File: src/rtl/core/json_string_utf8_sanitizer_assert.svh
// Assertion macros for the JSON string UTF-8 sanitizer.
// Included by the RTL modules that carry assertions; depends on nothing else.
`ifndef JSON_STRING_UTF8_SANITIZER_ASSERT_SVH
`define JSON_STRING_UTF8_SANITIZER_ASSERT_SVH
`ifndef SYNTHESIS
`define JSAN_ASSERT_ALWAYS(label, clk, rst, expr, msg) \
   label: assert property (@(posedge clk) disable iff (rst) (expr)) else $error(msg);
`define JSAN_ASSERT_NEXT(label, clk, rst, ante, cons, msg) \
   label: assert property (@(posedge clk) disable iff (rst) (ante) |=> (cons)) else $error(msg);
`else
`define JSAN_ASSERT_ALWAYS(label, clk, rst, expr, msg)
`define JSAN_ASSERT_NEXT(label, clk, rst, ante, cons, msg)
`endif
`endif

File: src/rtl/core/jsan_pkg.sv
// Shared types and constants for the JSON string UTF-8 sanitizer.
// No dependencies; imported by every module of the block.
`default_nettype none

package jsan_pkg;

   // ASCII codes used by the string tracker and the escape expander.
   localparam logic [7:0] BACKSLASH = 8'h5C;
   localparam logic [7:0] QUOTE     = 8'h22;
   localparam logic [7:0] CHAR_U    = 8'h75;
   localparam logic [7:0] CHAR_0    = 8'h30;

   // UTF-8 lead byte masks and patterns.
   localparam logic [7:0] MASK_2 = 8'hE0;
   localparam logic [7:0] LEAD_2 = 8'hC0;
   localparam logic [7:0] MASK_3 = 8'hF0;
   localparam logic [7:0] LEAD_3 = 8'hE0;
   localparam logic [7:0] MASK_4 = 8'hF8;
   localparam logic [7:0] LEAD_4 = 8'hF0;
   localparam logic [7:0] CONT_MASK = 8'hC0;
   localparam logic [7:0] CONT_PAT  = 8'h80;

   // One input byte can cause at most four output operations.
   localparam int MAX_OPS    = 4;
   localparam int OPS_CNT_W  = $clog2(MAX_OPS + 1);
   localparam int HELD_DEPTH = 3;

   // An escape is the six bytes backslash, u, 0, 0 and two hex digits.
   localparam int ESC_LEN  = 6;
   localparam int STEP_W   = $clog2(ESC_LEN);

   // Operation queue between the front and the back.
   localparam int QUEUE_DEPTH = 4;
   localparam int QPTR_W      = $clog2(QUEUE_DEPTH);

   typedef enum logic {
      OP_PASS   = 1'b0,
      OP_ESCAPE = 1'b1
   } op_kind_type;

   // One operation: pass a byte, or expand it into an escape.
   typedef struct packed {
      op_kind_type kind;
      logic [7:0]  data;
      logic        replaced;
      logic        last;
   } op_type;

   typedef struct packed {
      logic [7:0] data_byte;
      logic       end_of_buffer;
   } req_type;

   typedef struct packed {
      logic [7:0] out_byte;
      logic       out_last;
      logic       any_replaced;
   } rsp_type;

endpackage

`default_nettype wire

File: src/rtl/core/json_string_utf8_sanitizer.sv
// JSON string UTF-8 sanitizer. Bytes enter through a queue-style port (push/full)
// and leave through another (empty/pop). Plain bytes sustain one byte per cycle
// while the output is popped, passing the pending list, the queue, the current
// operation register and the output register. Each invalid byte inside a string
// becomes the six-byte escape \u00XX, which the output side sends byte by byte;
// a four-deep operation queue lets the input run ahead meanwhile. A single input
// byte can yield up to four operations (a broken held sequence plus the new
// byte), handed over by the front end one per cycle while the queue has room, so
// full stays high while more than one is pending, or one and the queue is full.
// Depends on jsan_pkg, jsan_front, jsan_queue and jsan_back.
`default_nettype none

module json_string_utf8_sanitizer (
   input  logic              clock,
   input  logic              reset,
   input  logic              push,
   output logic              full,
   input  jsan_pkg::req_type req_data,
   output logic              empty,
   input  logic              pop,
   output jsan_pkg::rsp_type rsp_data
);
   import jsan_pkg::*;

   logic   fq_push;
   op_type fq_op;
   logic   fq_full;
   logic   qb_pop;
   logic   qb_empty;
   op_type qb_head;

   // Classification and operation building.
   jsan_front u_front (
      .clock    (clock),
      .reset    (reset),
      .push     (push),
      .full     (full),
      .req_data (req_data),
      .q_push   (fq_push),
      .q_op     (fq_op),
      .q_full   (fq_full)
   );

   // Decoupling queue.
   jsan_queue u_queue (
      .clock   (clock),
      .reset   (reset),
      .push    (fq_push),
      .push_op (fq_op),
      .full    (fq_full),
      .pop     (qb_pop),
      .empty   (qb_empty),
      .head_op (qb_head)
   );

   // Beat expansion and output register.
   jsan_back u_back (
      .clock    (clock),
      .reset    (reset),
      .q_empty  (qb_empty),
      .q_head   (qb_head),
      .q_pop    (qb_pop),
      .empty    (empty),
      .pop      (pop),
      .rsp_data (rsp_data)
   );

endmodule

`default_nettype wire

File: src/rtl/core/jsan_front.sv
// Front end of the sanitizer: string tracking, UTF-8 sequence checks and
// expansion of each accepted byte into pass or escape operations. Uses jsan_pkg.
`default_nettype none
`include "json_string_utf8_sanitizer_assert.svh"

module jsan_front (
   input  logic            clock,
   input  logic            reset,
   input  logic            push,
   output logic            full,
   input  jsan_pkg::req_type req_data,
   output logic            q_push,
   output jsan_pkg::op_type q_op,
   input  logic            q_full
);
   import jsan_pkg::*;

   // Sequence length from a lead byte; zero means an unknown lead.
   function automatic logic [2:0] seq_len(input logic [7:0] lead);
      logic [2:0] len;
      if (lead[7] == 1'b0) begin
         len = 3'd1;
      end else if ((lead & MASK_2) == LEAD_2) begin
         len = 3'd2;
      end else if ((lead & MASK_3) == LEAD_3) begin
         len = 3'd3;
      end else if ((lead & MASK_4) == LEAD_4) begin
         len = 3'd4;
      end else begin
         len = 3'd0;
      end
      return len;
   endfunction

   function automatic op_type make_op(input op_kind_type kind, input logic [7:0] data,
                                      input logic rep);
      op_type op;
      op.kind     = kind;
      op.data     = data;
      op.replaced = rep;
      op.last     = 1'b0;
      return op;
   endfunction

   // Stream state.
   logic                 inside_ff, inside_in;
   logic                 after_bs_ff, after_bs_in;
   logic                 replaced_ff, replaced_in;
   logic [1:0]           held_cnt_ff, held_cnt_in;
   logic [7:0]           held_lead_ff, held_lead_in;
   logic [7:0]           held_tail_ff [HELD_DEPTH];
   logic [7:0]           held_tail_in [HELD_DEPTH];

   // Pending operations of this byte, drained one per cycle unless q_full.
   op_type               pend_ff [MAX_OPS];
   op_type               pend_in [MAX_OPS];
   logic [OPS_CNT_W-1:0] pend_cnt_ff, pend_cnt_in;

   logic                 accept;
   logic [OPS_CNT_W-1:0] new_cnt;

   // Operation handshake toward the queue and input backpressure.
   always_comb begin
      q_push = (pend_cnt_ff != '0) && !q_full;
      q_op   = pend_ff[0];
      full   = (pend_cnt_ff > OPS_CNT_W'(1)) || ((pend_cnt_ff == OPS_CNT_W'(1)) && q_full);
      accept = push && !full;
   end

   // Classify the incoming byte and build its list of operations in order.
   always_comb begin
      logic [7:0]           b;
      logic                 eob;
      logic                 fresh;
      logic [2:0]           kn;
      logic [2:0]           len;
      logic [OPS_CNT_W-1:0] n;
      logic [OPS_CNT_W-1:0] nm1;
      b            = req_data.data_byte;
      eob          = req_data.end_of_buffer;
      fresh        = 1'b0;
      n            = '0;
      nm1          = '0;
      len          = 3'd0;
      kn           = 3'd0;
      inside_in    = inside_ff;
      after_bs_in  = after_bs_ff;
      replaced_in  = replaced_ff;
      held_cnt_in  = held_cnt_ff;
      held_lead_in = held_lead_ff;
      held_tail_in = held_tail_ff;
      for (int i = 0; i < MAX_OPS; i++) begin
         pend_in[i] = '0;
      end

      if (held_cnt_ff != 2'd0) begin
         if ((b & CONT_MASK) == CONT_PAT) begin
            // Continuation byte: store it and check for a complete sequence.
            held_tail_in[held_cnt_ff - 2'd1] = b;
            kn = {1'b0, held_cnt_ff} + 3'd1;
            if (kn == seq_len(held_lead_ff)) begin
               pend_in[n[1:0]] = make_op(OP_PASS, held_lead_ff, replaced_in);
               n = n + 1'b1;
               for (int j = 0; j < HELD_DEPTH; j++) begin
                  if (2'(j) < held_cnt_ff) begin
                     pend_in[n[1:0]] = make_op(OP_PASS, held_tail_in[j], replaced_in);
                     n = n + 1'b1;
                  end
               end
               held_cnt_in = 2'd0;
            end else begin
               held_cnt_in = kn[1:0];
            end
         end else begin
            // Broken sequence: escape everything held, then treat the byte anew.
            replaced_in = 1'b1;
            pend_in[n[1:0]] = make_op(OP_ESCAPE, held_lead_ff, 1'b1);
            n = n + 1'b1;
            for (int j = 0; j < HELD_DEPTH - 1; j++) begin
               if (2'(j + 1) < held_cnt_ff) begin
                  pend_in[n[1:0]] = make_op(OP_ESCAPE, held_tail_ff[j], 1'b1);
                  n = n + 1'b1;
               end
            end
            held_cnt_in = 2'd0;
            fresh       = 1'b1;
         end
      end else begin
         fresh = 1'b1;
      end

      // A byte that does not continue a held sequence.
      if (fresh) begin
         if (!inside_ff) begin
            if (b == QUOTE) begin
               inside_in = 1'b1;
            end
            pend_in[n[1:0]] = make_op(OP_PASS, b, replaced_in);
            n = n + 1'b1;
         end else if (after_bs_ff) begin
            after_bs_in = 1'b0;
            pend_in[n[1:0]] = make_op(OP_PASS, b, replaced_in);
            n = n + 1'b1;
         end else if (b == BACKSLASH) begin
            after_bs_in = 1'b1;
            pend_in[n[1:0]] = make_op(OP_PASS, b, replaced_in);
            n = n + 1'b1;
         end else if (b == QUOTE) begin
            inside_in = 1'b0;
            pend_in[n[1:0]] = make_op(OP_PASS, b, replaced_in);
            n = n + 1'b1;
         end else begin
            len = seq_len(b);
            if (len == 3'd1) begin
               pend_in[n[1:0]] = make_op(OP_PASS, b, replaced_in);
               n = n + 1'b1;
            end else if (len == 3'd0) begin
               replaced_in = 1'b1;
               pend_in[n[1:0]] = make_op(OP_ESCAPE, b, 1'b1);
               n = n + 1'b1;
            end else begin
               held_lead_in = b;
               held_cnt_in  = 2'd1;
            end
         end
      end

      // End of buffer: flush what is still held, mark the last beat, restart.
      if (eob) begin
         if (held_cnt_in != 2'd0) begin
            replaced_in = 1'b1;
            pend_in[n[1:0]] = make_op(OP_ESCAPE, held_lead_in, 1'b1);
            n = n + 1'b1;
            for (int j = 0; j < HELD_DEPTH - 1; j++) begin
               if (2'(j + 1) < held_cnt_in) begin
                  pend_in[n[1:0]] = make_op(OP_ESCAPE, held_tail_in[j], 1'b1);
                  n = n + 1'b1;
               end
            end
            held_cnt_in = 2'd0;
         end
         nm1 = n - 1'b1;
         if (n != '0) begin
            pend_in[nm1[1:0]].last = 1'b1;
         end
         inside_in   = 1'b0;
         after_bs_in = 1'b0;
         replaced_in = 1'b0;
      end
      new_cnt = n;
   end

   // Next count of pending operations.
   always_comb begin
      if (accept) begin
         pend_cnt_in = new_cnt;
      end else if (q_push) begin
         pend_cnt_in = pend_cnt_ff - 1'b1;
      end else begin
         pend_cnt_in = pend_cnt_ff;
      end
   end

   // Control state.
   always_ff @(posedge clock) begin
      if (reset) begin
         inside_ff   <= 1'b0;
         after_bs_ff <= 1'b0;
         replaced_ff <= 1'b0;
         held_cnt_ff <= 2'd0;
         pend_cnt_ff <= '0;
      end else begin
         pend_cnt_ff <= pend_cnt_in;
         if (accept) begin
            inside_ff   <= inside_in;
            after_bs_ff <= after_bs_in;
            replaced_ff <= replaced_in;
            held_cnt_ff <= held_cnt_in;
         end
      end
   end

   // Held bytes and the pending operation list.
   always_ff @(posedge clock) begin
      if (accept) begin
         held_lead_ff <= held_lead_in;
         held_tail_ff <= held_tail_in;
         pend_ff      <= pend_in;
      end else if (q_push) begin
         for (int i = 0; i < MAX_OPS - 1; i++) begin
            pend_ff[i] <= pend_ff[i + 1];
         end
      end
   end

   `JSAN_ASSERT_ALWAYS(a_pend_bound, clock, reset, pend_cnt_ff <= OPS_CNT_W'(MAX_OPS), "pending operation count exceeds the list size")

endmodule

`default_nettype wire

File: src/rtl/core/jsan_queue.sv
// Short operation queue that decouples the front end from the byte expander.
// Uses jsan_pkg for the operation type and depth.
`default_nettype none
`include "json_string_utf8_sanitizer_assert.svh"

module jsan_queue (
   input  logic             clock,
   input  logic             reset,
   input  logic             push,
   input  jsan_pkg::op_type push_op,
   output logic             full,
   input  logic             pop,
   output logic             empty,
   output jsan_pkg::op_type head_op
);
   import jsan_pkg::*;

   op_type            slot_ff [QUEUE_DEPTH];
   logic [QPTR_W-1:0] wr_ptr_ff, wr_ptr_in;
   logic [QPTR_W-1:0] rd_ptr_ff, rd_ptr_in;
   logic [QPTR_W:0]   count_ff, count_in;
   logic              do_push;
   logic              do_pop;

   // Status and head of the queue.
   always_comb begin
      full    = (count_ff == (QPTR_W + 1)'(QUEUE_DEPTH));
      empty   = (count_ff == '0);
      head_op = slot_ff[rd_ptr_ff];
      do_push = push && !full;
      do_pop  = pop && !empty;
   end

   // Pointer and count updates.
   always_comb begin
      wr_ptr_in = do_push ? wr_ptr_ff + 1'b1 : wr_ptr_ff;
      rd_ptr_in = do_pop ? rd_ptr_ff + 1'b1 : rd_ptr_ff;
      count_in  = count_ff;
      if (do_push && !do_pop) begin
         count_in = count_ff + 1'b1;
      end else if (do_pop && !do_push) begin
         count_in = count_ff - 1'b1;
      end
   end

   always_ff @(posedge clock) begin
      if (reset) begin
         wr_ptr_ff <= '0;
         rd_ptr_ff <= '0;
         count_ff  <= '0;
      end else begin
         wr_ptr_ff <= wr_ptr_in;
         rd_ptr_ff <= rd_ptr_in;
         count_ff  <= count_in;
      end
   end

   // Storage slots.
   always_ff @(posedge clock) begin
      if (do_push) begin
         slot_ff[wr_ptr_ff] <= push_op;
      end
   end

   `JSAN_ASSERT_ALWAYS(a_no_push_full, clock, reset, !(push && full), "operation pushed into a full queue")
   `JSAN_ASSERT_ALWAYS(a_count_bound, clock, reset, count_ff <= (QPTR_W + 1)'(QUEUE_DEPTH), "queue count exceeds its depth")

endmodule

`default_nettype wire

File: src/rtl/core/jsan_back.sv
// Back end of the sanitizer: turns queued operations into output beats,
// expanding each escape into six bytes. Uses jsan_pkg.
`default_nettype none
`include "json_string_utf8_sanitizer_assert.svh"

module jsan_back (
   input  logic             clock,
   input  logic             reset,
   input  logic             q_empty,
   input  jsan_pkg::op_type q_head,
   output logic             q_pop,
   output logic             empty,
   input  logic             pop,
   output jsan_pkg::rsp_type rsp_data
);
   import jsan_pkg::*;

   // Uppercase hex digit for one nibble.
   function automatic logic [7:0] hex_char(input logic [3:0] nib);
      logic [7:0] c;
      if (nib < 4'd10) begin
         c = CHAR_0 + {4'b0, nib};
      end else begin
         c = 8'h37 + {4'b0, nib};
      end
      return c;
   endfunction

   op_type            cur_ff;
   logic              cur_valid_ff, cur_valid_in;
   logic [STEP_W-1:0] step_ff, step_in;
   rsp_type           out_ff, out_in;
   logic              out_valid_ff, out_valid_in;

   logic              step_last;
   logic              out_free;
   logic              emit;
   logic              cur_done;
   logic [7:0]        beat_byte;

   // Handshake between the current operation, the queue and the output register.
   always_comb begin
      step_last = (cur_ff.kind == OP_PASS) || (step_ff == STEP_W'(ESC_LEN - 1));
      out_free  = !out_valid_ff || pop;
      emit      = cur_valid_ff && out_free;
      cur_done  = emit && step_last;
      q_pop     = !q_empty && (!cur_valid_ff || cur_done);
      empty     = !out_valid_ff;
      rsp_data  = out_ff;
   end

   // Byte of the current beat.
   always_comb begin
      beat_byte = cur_ff.data;
      if (cur_ff.kind == OP_ESCAPE) begin
         unique case (step_ff)
            STEP_W'(0): beat_byte = BACKSLASH;
            STEP_W'(1): beat_byte = CHAR_U;
            STEP_W'(2): beat_byte = CHAR_0;
            STEP_W'(3): beat_byte = CHAR_0;
            STEP_W'(4): beat_byte = hex_char(cur_ff.data[7:4]);
            STEP_W'(5): beat_byte = hex_char(cur_ff.data[3:0]);
            default:    beat_byte = CHAR_0;
         endcase
      end
      out_in.out_byte     = beat_byte;
      out_in.out_last     = cur_ff.last && step_last;
      out_in.any_replaced = cur_ff.replaced;
   end

   // Next state of the expander.
   always_comb begin
      cur_valid_in = cur_valid_ff;
      step_in      = step_ff;
      if (q_pop) begin
         cur_valid_in = 1'b1;
         step_in      = '0;
      end else if (cur_done) begin
         cur_valid_in = 1'b0;
         step_in      = '0;
      end else if (emit) begin
         step_in = step_ff + 1'b1;
      end
      if (emit) begin
         out_valid_in = 1'b1;
      end else if (pop) begin
         out_valid_in = 1'b0;
      end else begin
         out_valid_in = out_valid_ff;
      end
   end

   always_ff @(posedge clock) begin
      if (reset) begin
         cur_valid_ff <= 1'b0;
         step_ff      <= '0;
         out_valid_ff <= 1'b0;
      end else begin
         cur_valid_ff <= cur_valid_in;
         step_ff      <= step_in;
         out_valid_ff <= out_valid_in;
      end
   end

   // Operation and output payload.
   always_ff @(posedge clock) begin
      if (q_pop) begin
         cur_ff <= q_head;
      end
      if (emit) begin
         out_ff <= out_in;
      end
   end

   `JSAN_ASSERT_ALWAYS(a_pass_one_step, clock, reset, !(cur_valid_ff && (cur_ff.kind == OP_PASS)) || (step_ff == '0), "pass operation advanced past its single beat")
   `JSAN_ASSERT_NEXT(a_load_restart, clock, reset, q_pop, cur_valid_ff && (step_ff == '0), "loaded operation does not start at its first beat")

endmodule

`default_nettype wire

File: config.mk
export PLATFORM = sky130hd
export DESIGN_NAME = json_string_utf8_sanitizer
export DESIGN_NICKNAME = d
export VERILOG_FILES = /design/src/rtl/core/jsan_pkg.sv /design/src/rtl/core/json_string_utf8_sanitizer.sv /design/src/rtl/core/jsan_front.sv /design/src/rtl/core/jsan_queue.sv /design/src/rtl/core/jsan_back.sv
export VERILOG_INCLUDE_DIRS = /design/src /design/src/rtl/core
export SDC_FILE = /design/constraint.sdc
export NUM_CORES = 1
export LEC_CHECK = 0
export BUFFER_PORTS_ARGS = -buffer_cell sky130_fd_sc_hd__buf_2
export CAP_MARGIN = 20
export CORE_MARGIN = 2
export CORE_UTILIZATION = 68
export DETAILED_ROUTE_END_ITERATION = 10
export GPL_ROUTABILITY_DRIVEN = 1
export PLACE_DENSITY = 0.91
export SLEW_MARGIN = 5
export SYNTH_ARGS = -nofsm -noshare
export SYNTH_HDL_FRONTEND = slang
export SYNTH_SLANG_ARGS = --single-unit
File: constraint.sdc
create_clock -name clock -period 7.5 [get_ports clock]
set_input_delay 1.125 -clock clock [delete_from_list [all_inputs] [get_ports clock]]
set_output_delay 1.125 -clock clock [all_outputs]
set_load 0.1 [all_outputs]
; Word-level counts from Yosys, hierarchy flattened
; Memory sizes are Yosys's and may differ from the RTL's. A register that Yosys moved wholly into a read port is not among the register bits.
; Index checks and enable logic that the tools add are counted.
[op_classes]
n_addsub = 20
n_lt_le_gt_ge = 26
n_eq_ne = 16
n_mux = 165
bitwise = 10
reduce_logical = 48
[op_table]
columns = operator, count
row1 = 44-bit 2-to-1 mux, 24
row2 = 44-bit bitwise mux, 9
row3 = 11-bit demux with 2-bit select, 8
row4 = 11-bit 2-to-1 mux, 13
row5 = 3-bit 2-to-1 mux, 47
row6 = 8-bit 2-to-1 mux, 11
row7 = 33-bit 2-to-1 mux, 2
row8 = 24-bit 2-to-1 mux, 2
row9 = 8-bit one-hot mux with 4 select lines, 1
row10 = 1-bit 2-to-1 mux, 31
row11 = 6-bit by 4-bit adder with 7-bit output (first input constant), 4
row12 = 2-bit 2-to-1 mux, 14
row13 = 3-bit by 1-bit adder with 3-bit output (second input constant), 9
row14 = 3-bit greater-or-equal comparator (second input constant), 9
row15 = 3-bit by 1-bit less-than comparator with 1-bit output (second input constant), 9
row16 = 2-bit NOT with 3-bit output, 9
row17 = 24-bit bitwise mux, 1
row18 = 1-bit logical AND, 20
row19 = 8-bit demux with 2-bit select, 1
row20 = 2-bit nonzero test, 8
row21 = 3-bit equality test (second input constant), 5
row22 = 5-bit equality test (second input constant), 2
row23 = 10-bit 2-to-1 mux, 1
row24 = 3-bit by 1-bit equality test with 1-bit output (second input constant), 3
row25 = other kinds (21), 42
[word_totals]
register_bits = 106
ram_bits = 44
inputBits = 13
out_inout_bits = 12
word_cells = 320
mem_count = 1
[memory_table]
columns = name, depth, width, rd, rd_clocked_by_memory_dff, wr, line
row1 = u_queue.slot_ff, 4, 11, 1, 1, 1, jsan_queue.sv:18  ; op_type slot_ff [QUEUE_DEPTH];

; Longest topological paths before layout
[logic_depth]
word_depth = 48
depth_mapped = 22
depth_no_buf = 20

; Modules after synthesis
; A second synthesis with hierarchy kept.
[hier_totals]
cells_unflattened = 987
area_unflattened_um2 = 10164.7
[by_module_without_submodules]
columns = module, instances, cells_each, area_each_um2, seq_area_each_um2
row1 = jsan_front, 1, 773, 6875.3, 2412.3
row2 = jsan_queue, 1, 105, 2055.7, 1501.4
row3 = jsan_back, 1, 109, 1233.7, 730.7

; Worst setup path before layout
; Ideal clock, no wire load.
[synth_path]
kind = input to register
startpoint = input req_data[7] (netlist bit)
endpoint = register u_front.pend_cnt_ff[2]
setup_time_ps = 122
arrival_ps = 4847
t_required_ps = 7378
slack_ps = 2531
stages = 17
path_buffers = 2
cell_sequence = buf_2 > nand2b_1 > buf_2 > nand2b_1 > nor2_1 > or2_2 > ha_1 > a221oi_1 > ha_1 > nand2_1 > a21boi_0 > ha_1 > nor3b_1 > mux2i_1 > xor2_1 > a2111oi_0 > a311o_1
[synth_via]
elab_chain_cells = 29
elab_cells_between_ends = 52
cone_classes = add/sub: 4 / order compare: 2 / eq/ne: 7 / mux: 37 / reduce/logical: 2
[synth_lines]
columns = element, line
row1 = from (decl), json_string_utf8_sanitizer.sv:18  ; input jsan_pkg::req_type req_data,
row2 = 5-bit equality test, jsan_front.sv:27  ; end else if ((lead & MASK_4) == LEAD_4) begin
row3 = 3-bit 2-to-1 mux, jsan_front.sv:27
row4 = 3-bit 2-to-1 mux, jsan_front.sv:25  ; end else if ((lead & MASK_3) == LEAD_3) begin
row5 = 3-bit 2-to-1 mux, jsan_front.sv:23  ; end else if ((lead & MASK_2) == LEAD_2) begin
row6 = 3-bit 2-to-1 mux, jsan_front.sv:21  ; if (lead[7] == 1'b0) begin
row7 = 3-bit 2-to-1 mux, jsan_front.sv:148  ; end else if (b == QUOTE) begin
row8 = 3-bit 2-to-1 mux, jsan_front.sv:144  ; end else if (b == BACKSLASH) begin
row9 = 3-bit 2-to-1 mux, jsan_front.sv:140  ; end else if (after_bs_ff) begin
row10 = (+13 left out), --
row11 = 3-bit 2-to-1 mux, jsan_front.sv:170  ; if (held_cnt_in != 2'd0) begin
row12 = 3-bit 2-to-1 mux, jsan_front.sv:169  ; if (eob) begin
row13 = 3-bit by 1-bit adder with 3-bit output, jsan_front.sv:177  ; n = n + 1'b1;
row14 = 3-bit 2-to-1 mux, jsan_front.sv:175  ; if (2'(j + 1) < held_cnt_in) begin
row15 = 3-bit 2-to-1 mux, jsan_front.sv:170
row16 = 3-bit 2-to-1 mux, jsan_front.sv:169
row17 = 3-bit 2-to-1 mux *, jsan_front.sv:169
row18 = 3-bit 2-to-1 mux *, jsan_front.sv:195  ; if (accept) begin
row19 = to (signal assigned), jsan_front.sv:213  ; pend_cnt_ff <= pend_cnt_in;
row20 = to (decl), jsan_front.sv:57  ; logic [OPS_CNT_W-1:0] pend_cnt_ff, pend_cnt_in;
; Every way passes the cells marked *; elsewhere a longest branch is shown, timed or not. The select of a mux whose other input is x is not followed.
; A chain may end at the register's enable or synchronous reset.

; Final worst setup path
[layout_path]
startpoint = register u_front.held_cnt_ff[0]
endpoint = register u_front.pend_cnt_ff[2]
[layout_via]
elab_chain_cells = 34
elab_cells_between_ends = 58
cone_classes = add/sub: 8 / order compare: 5 / eq/ne: 1 / mux: 42 / reduce/logical: 2
[layout_lines]
columns = element, line
row1 = from (decl), jsan_front.sv:49  ; logic [1:0] held_cnt_ff, held_cnt_in;
row2 = from (signal assigned), jsan_front.sv:218  ; held_cnt_ff <= held_cnt_in;
row3 = 1-bit by 2-bit less-than comparator with 1-bit output, jsan_front.sv:105  ; if (2'(j) < held_cnt_ff) begin
row4 = 2-bit 2-to-1 mux, jsan_front.sv:105
row5 = 3-bit 2-to-1 mux, jsan_front.sv:101  ; if (kn == seq_len(held_lead_ff)) begin
row6 = 3-bit 2-to-1 mux, jsan_front.sv:97  ; if ((b & CONT_MASK) == CONT_PAT) begin
row7 = 3-bit 2-to-1 mux, jsan_front.sv:96  ; if (held_cnt_ff != 2'd0) begin
row8 = 3-bit by 1-bit adder with 3-bit output, jsan_front.sv:107  ; n = n + 1'b1;
row9 = 3-bit 2-to-1 mux, jsan_front.sv:105
row10 = 3-bit 2-to-1 mux, jsan_front.sv:101
row11 = (+18 left out), --
row12 = 3-bit 2-to-1 mux, jsan_front.sv:170
row13 = 3-bit 2-to-1 mux, jsan_front.sv:169
row14 = 3-bit by 1-bit adder with 3-bit output, jsan_front.sv:177
row15 = 3-bit 2-to-1 mux, jsan_front.sv:175
row16 = 3-bit 2-to-1 mux, jsan_front.sv:170
row17 = 3-bit 2-to-1 mux, jsan_front.sv:169
row18 = 3-bit 2-to-1 mux *, jsan_front.sv:169
row19 = 3-bit 2-to-1 mux *, jsan_front.sv:195
; Marked as above.

==> results.md <==
* Share of cells above drive strength 1 at 0.107
* Synth Area in Simple Gates at 0.169
* Die area at 14,800 um^2
* Hold Vio Cnt, Final at 0
* Routed Antenna Nets at 0
* Largest family of logic cells by synthesized area: compound AO/OA/AOI/OAI gates
* Top_reg_cell synth: edfxtp_1
* Initial antenna violation count at 0
* Syn Nets at 1,012
* Hold buffers post-CTS at 0
* Worst-Margin Slew at 1.05 ns
* Mean post-synth cell area at 9.71 um^2
* Cell Rows at 42
* Initial DRC Count at approximately 1,300
* Clk_skew at approximately 0.0076 ns
* IO Pins at 25
* Slowest cell delay on critical path at 0.69 ns
* Setup bufs post-CTS at 0
* Minimum clock period at 5.63 ns
* CTS H-tree lvls at 4
* First-pass GRT wire length at 44,700 um
* Seq/Total Area, Yosys at 0.468
* HP Class: flop to flop
* Buffers on Ports at 24
* Clock Power Share at 0.239
* Most common cell in the netlist: edfxtp_1
* Startpoint types: flop
* Antenna diode count at 0
* Synth Area in Compound Gates at 0.205
* Starting Density at 0.704
* Most frequent cells after synthesis: edfxtp_1 (133), nand2_1 (125), nor2_1 (78)
* Detailed Routing Iterations Pass 1 at 7
* CTS Buf Count at 17
* IR drop worst, VDD at 204 uV
* Comb power frac at 0.316
* Cell Area, Placed at approximately 9600 um^2
* Synthesized instance count at ~970
* Number of synthesized flops with an enable pin at 133
* Cell Chain, Critical Path: ha_1, inv_1, o21ai_0, o32a_1, nor3_1, or2_2, ha_1, a221oi_1, buf_4, inv_1, ha_1, nor2_1, a21boi_0, ha_1, nor3b_1, mux2i_1, xor2_1, a2111oi_0, a311o_1
* Top cells by area, synth: edfxtp_1 (43%), nand2_1 (5.0%), dfxtp_1 (4.3%), ha_1 (4.1%), nor2_1 (3.1%)
* Worst setup EP type: flop
* DR vias at 8,516
* Syn Std Cell Area at 9390 um^2
* Pwr/cell area at 353 nW/um^2
* Status: finished clean
* Nets@finish at 1,004
* Vias in the first global route at 7,822
* Final instance area at 10,200 um^2
* Sequential Power Share at 0.446
* Post-Synth Adder-Cell Area at 0.0434
* Core ar. at about 13,000 um^2
* Flip-flop and latch count after synthesis at 153
* Crit path DAT at 5.96 ns
* Hold Path End: u_back.rsp_data[0]
* Hpwl dp at 20,400 um
* Area grow syn2layout at 8.41%
* Yosys cell types at 80
* Grt total ovfl at 0
* R2R depth at 19
* CP max FO at 16
* Setup TNS at 0 ns
* Synth Warn # at 0
* Flop2flop setup slack at 1.87 ns
* P_leak at 3.65 nW
* Worst r2r src: u_front.held_cnt_ff[0]
* Period utilization at 0.750
* Sink Count at 153
* Crit path required time at 7.83 ns
* Crit-path most repeated cell: ha_1
* DRC viols at 0
* Sw Ratio at 0.395
* Worst-Skew Late Latency at 0.44 ns
* Die height at 122 um
* Pint at 2.18 mW
* Gpl congestion at slightly above 1
* P_sw at 1.42 mW
* Final core occ at 0.763
* Final hold slack at around 0.44 ns
* Drt wl/cell at 25.5 um
* FF-to-FF End: u_front.pend_cnt_ff[2]
* Slew headroom at 0.294
* Max Slew Vio Count at 0
* Peak Freq at about 180 MHz
* Largest net degree at the start of global routing at 73
* Share of the synthesized area in the top cell type at 0.425
* Die X at approximately 120 um
* Longest Clk Path Bufs at 2
* Clock slew at reported path FFs at 0.07 ns
* Gr usage total at 0.408
* CTS tree: yes
* Final setup viols at 0
* Most area-hungry cell type in the Yosys netlist: edfxtp_1
* RSZ-0062 raised after global routing: false
* Post-Synth XOR/XNOR Area at 0.0121
* WL final at between 20,000 and 30,000 um
* Post-synthesis mux area share at 0.0489
* Vias per std cell at 7.42
* Crit path kind: flop to flop
* Fraction of registers with async set/reset at 0
* Max_cap viols at 0
* Post-CTS Resized at 0
* Critical-path top delay cell: ha_1
* Min-Delay Startpoint: u_back.cur_ff[1]
* Hold Path Depth at 0
* CTS root buffer: clkbuf_16
==> cells in the final DEF, fill, tap and decap left out, types with 5 or more instances in the layout <==
master and instances:
xnor2_1 6, mux4_2 11, a21oi_1 52, inv_1 54
edfxtp_1 133, o211ai_1 23, clkbuf_16 17, and3_1 11
a22oi_1 12, nor2_1 78, a2bb2oi_1 7, nand4_1 8
nor2b_1 7, and2_1 10, dfxtp_1 20, ha_1 31
a311oi_1 9, o22ai_1 5, o21ai_0 48, a211oi_1 14
nand2b_1 10, a31oi_1 12, a32oi_1 5, clkinv_8 5
nor3_1 12, buf_4 18, mux2i_1 20, a32o_1 10
nand2_1 125, nand3_1 58, a221oi_1 8, o211a_1 5
buf_2 24, xor2_1 7, a21o_1 6
==> power groups by stage <==
| stage | clock (mW) | combinational, mW | sequential (mW) |
|---|---|---|---|
| 2_1_floorplan | 0 | 0.710 | 1.66 |
| 3_3_place_gp | 0 | 1.05 | 1.58 |
| 3_5_place_dp | 0 | 1.11 | 1.61 |
| 4_1_cts | 0.858 | 1.12 | 1.59 |
| 5_1_grt | 0.888 | 1.21 | 1.63 |
| 6_report | 0.859 | 1.14 | 1.60 |
==> worst max path at each step <==
| stage | cells past startpoint | from | slack [ns] | endpoint |
|---|---|---|---|---|
| 2_1_floorplan | 17 | req_data[7] | 2.53 | u_front.pend_cnt_ff[2] |
| 3_3_place_gp | 19 | req_data[8] | 1.94 | u_front.pend_cnt_ff[2] |
| 3_5_place_dp | 19 | req_data[8] | 1.77 | u_front.pend_cnt_ff[2] |
| 4_1_cts | 20 | u_front.held_cnt_ff[0] | 2.03 | u_front.pend_cnt_ff[2] |
| 5_1_grt | 20 | u_front.held_cnt_ff[0] | 1.52 | u_front.pend_cnt_ff[2] |
| 6_report | 19 | u_front.held_cnt_ff[0] | 1.87 | u_front.pend_cnt_ff[2] |
==> worst max-delay path, delay by kind of cell, from the launching register on <==
kind,cells,cell delay [ns]
adders and majority gates,4,1.73
and+or+nand+nor,4,0.88
buffers and inverters,3,0.54
DFF,1,0.59
muxes,1,0.26
xor gates and xnor gates,1,0.25
AOI/OAI and AO/OA,6,1.25
==> sequential cells by signal, summed over array words and instances, names as in the netlist <==
| name | flops |
|---|---|
| u_back.out_valid_ff | 1 |
| u_front.held_cnt_ff | 2 |
| u_queue.rd_ptr_ff | 2 |
| u_front.q_op | 11 |
| u_front.pend_cnt_ff | 3 |
| u_front.held_tail_ff | 16 |
| u_back.cur_valid_ff | 1 |
| u_queue.slot_ff | 44 |
| u_back.rsp_data | 10 |
| u_front.after_bs_ff | 1 |
| u_front.pend_ff | 33 |
| u_back.cur_ff | 11 |
| u_queue.count_ff | 3 |
| u_front.inside_ff | 1 |
| u_front.held_lead_ff | 8 |
| u_front.replaced_ff | 1 |
| u_back.step_ff | 3 |
| u_queue.wr_ptr_ff | 2 |
==> final cells by class <==
cell class / count / area (um^2)
sequential: 153 / 4390
timing repair buffer: 42 / 255
clock buffer: 17 / 425
inverter: 56 / 210
clock inverter: 15 / 178
multi-input combinational: 689 / 4500
fill: 898 / 3170
tap: 176 / 220
==> per-layer routing <==
metal | routed length (um) | GRT usage
met1 | 10200 | 0.511
met3 | 3790 | 0.113
met2 | 13400 | 0.663
met4 | 1810 | 0.191
met5 | 0 | 0
==> per-stage QoR <==
stage / total power [mW] / setup WS, ns / cells
after global placement: 2.63 / 1.94 / 1116
after global routing: 3.73 / 1.52 / 1148
after detailed placement: 2.72 / 1.77 / 1116
final: 3.60 / 1.87 / 1148
after CTS: 3.57 / 2.03 / 1148
after floorplan: 2.37 / 2.53 / 967
==> cell families (layout without fill, tap and decap cells) <==
| kind of cell | after synthesis | count (layout) |
|---|---|---|
| compound gates | 269 | 269 |
| xor+xnor | 13 | 13 |
| fa+ha+maj | 32 | 32 |
| buf+inv | 125 | 130 |
| flops | 153 | 153 |
| mux | 32 | 32 |
| simple gates | 343 | 343 |
Note: power is estimated with default switching activity, not from simulation.
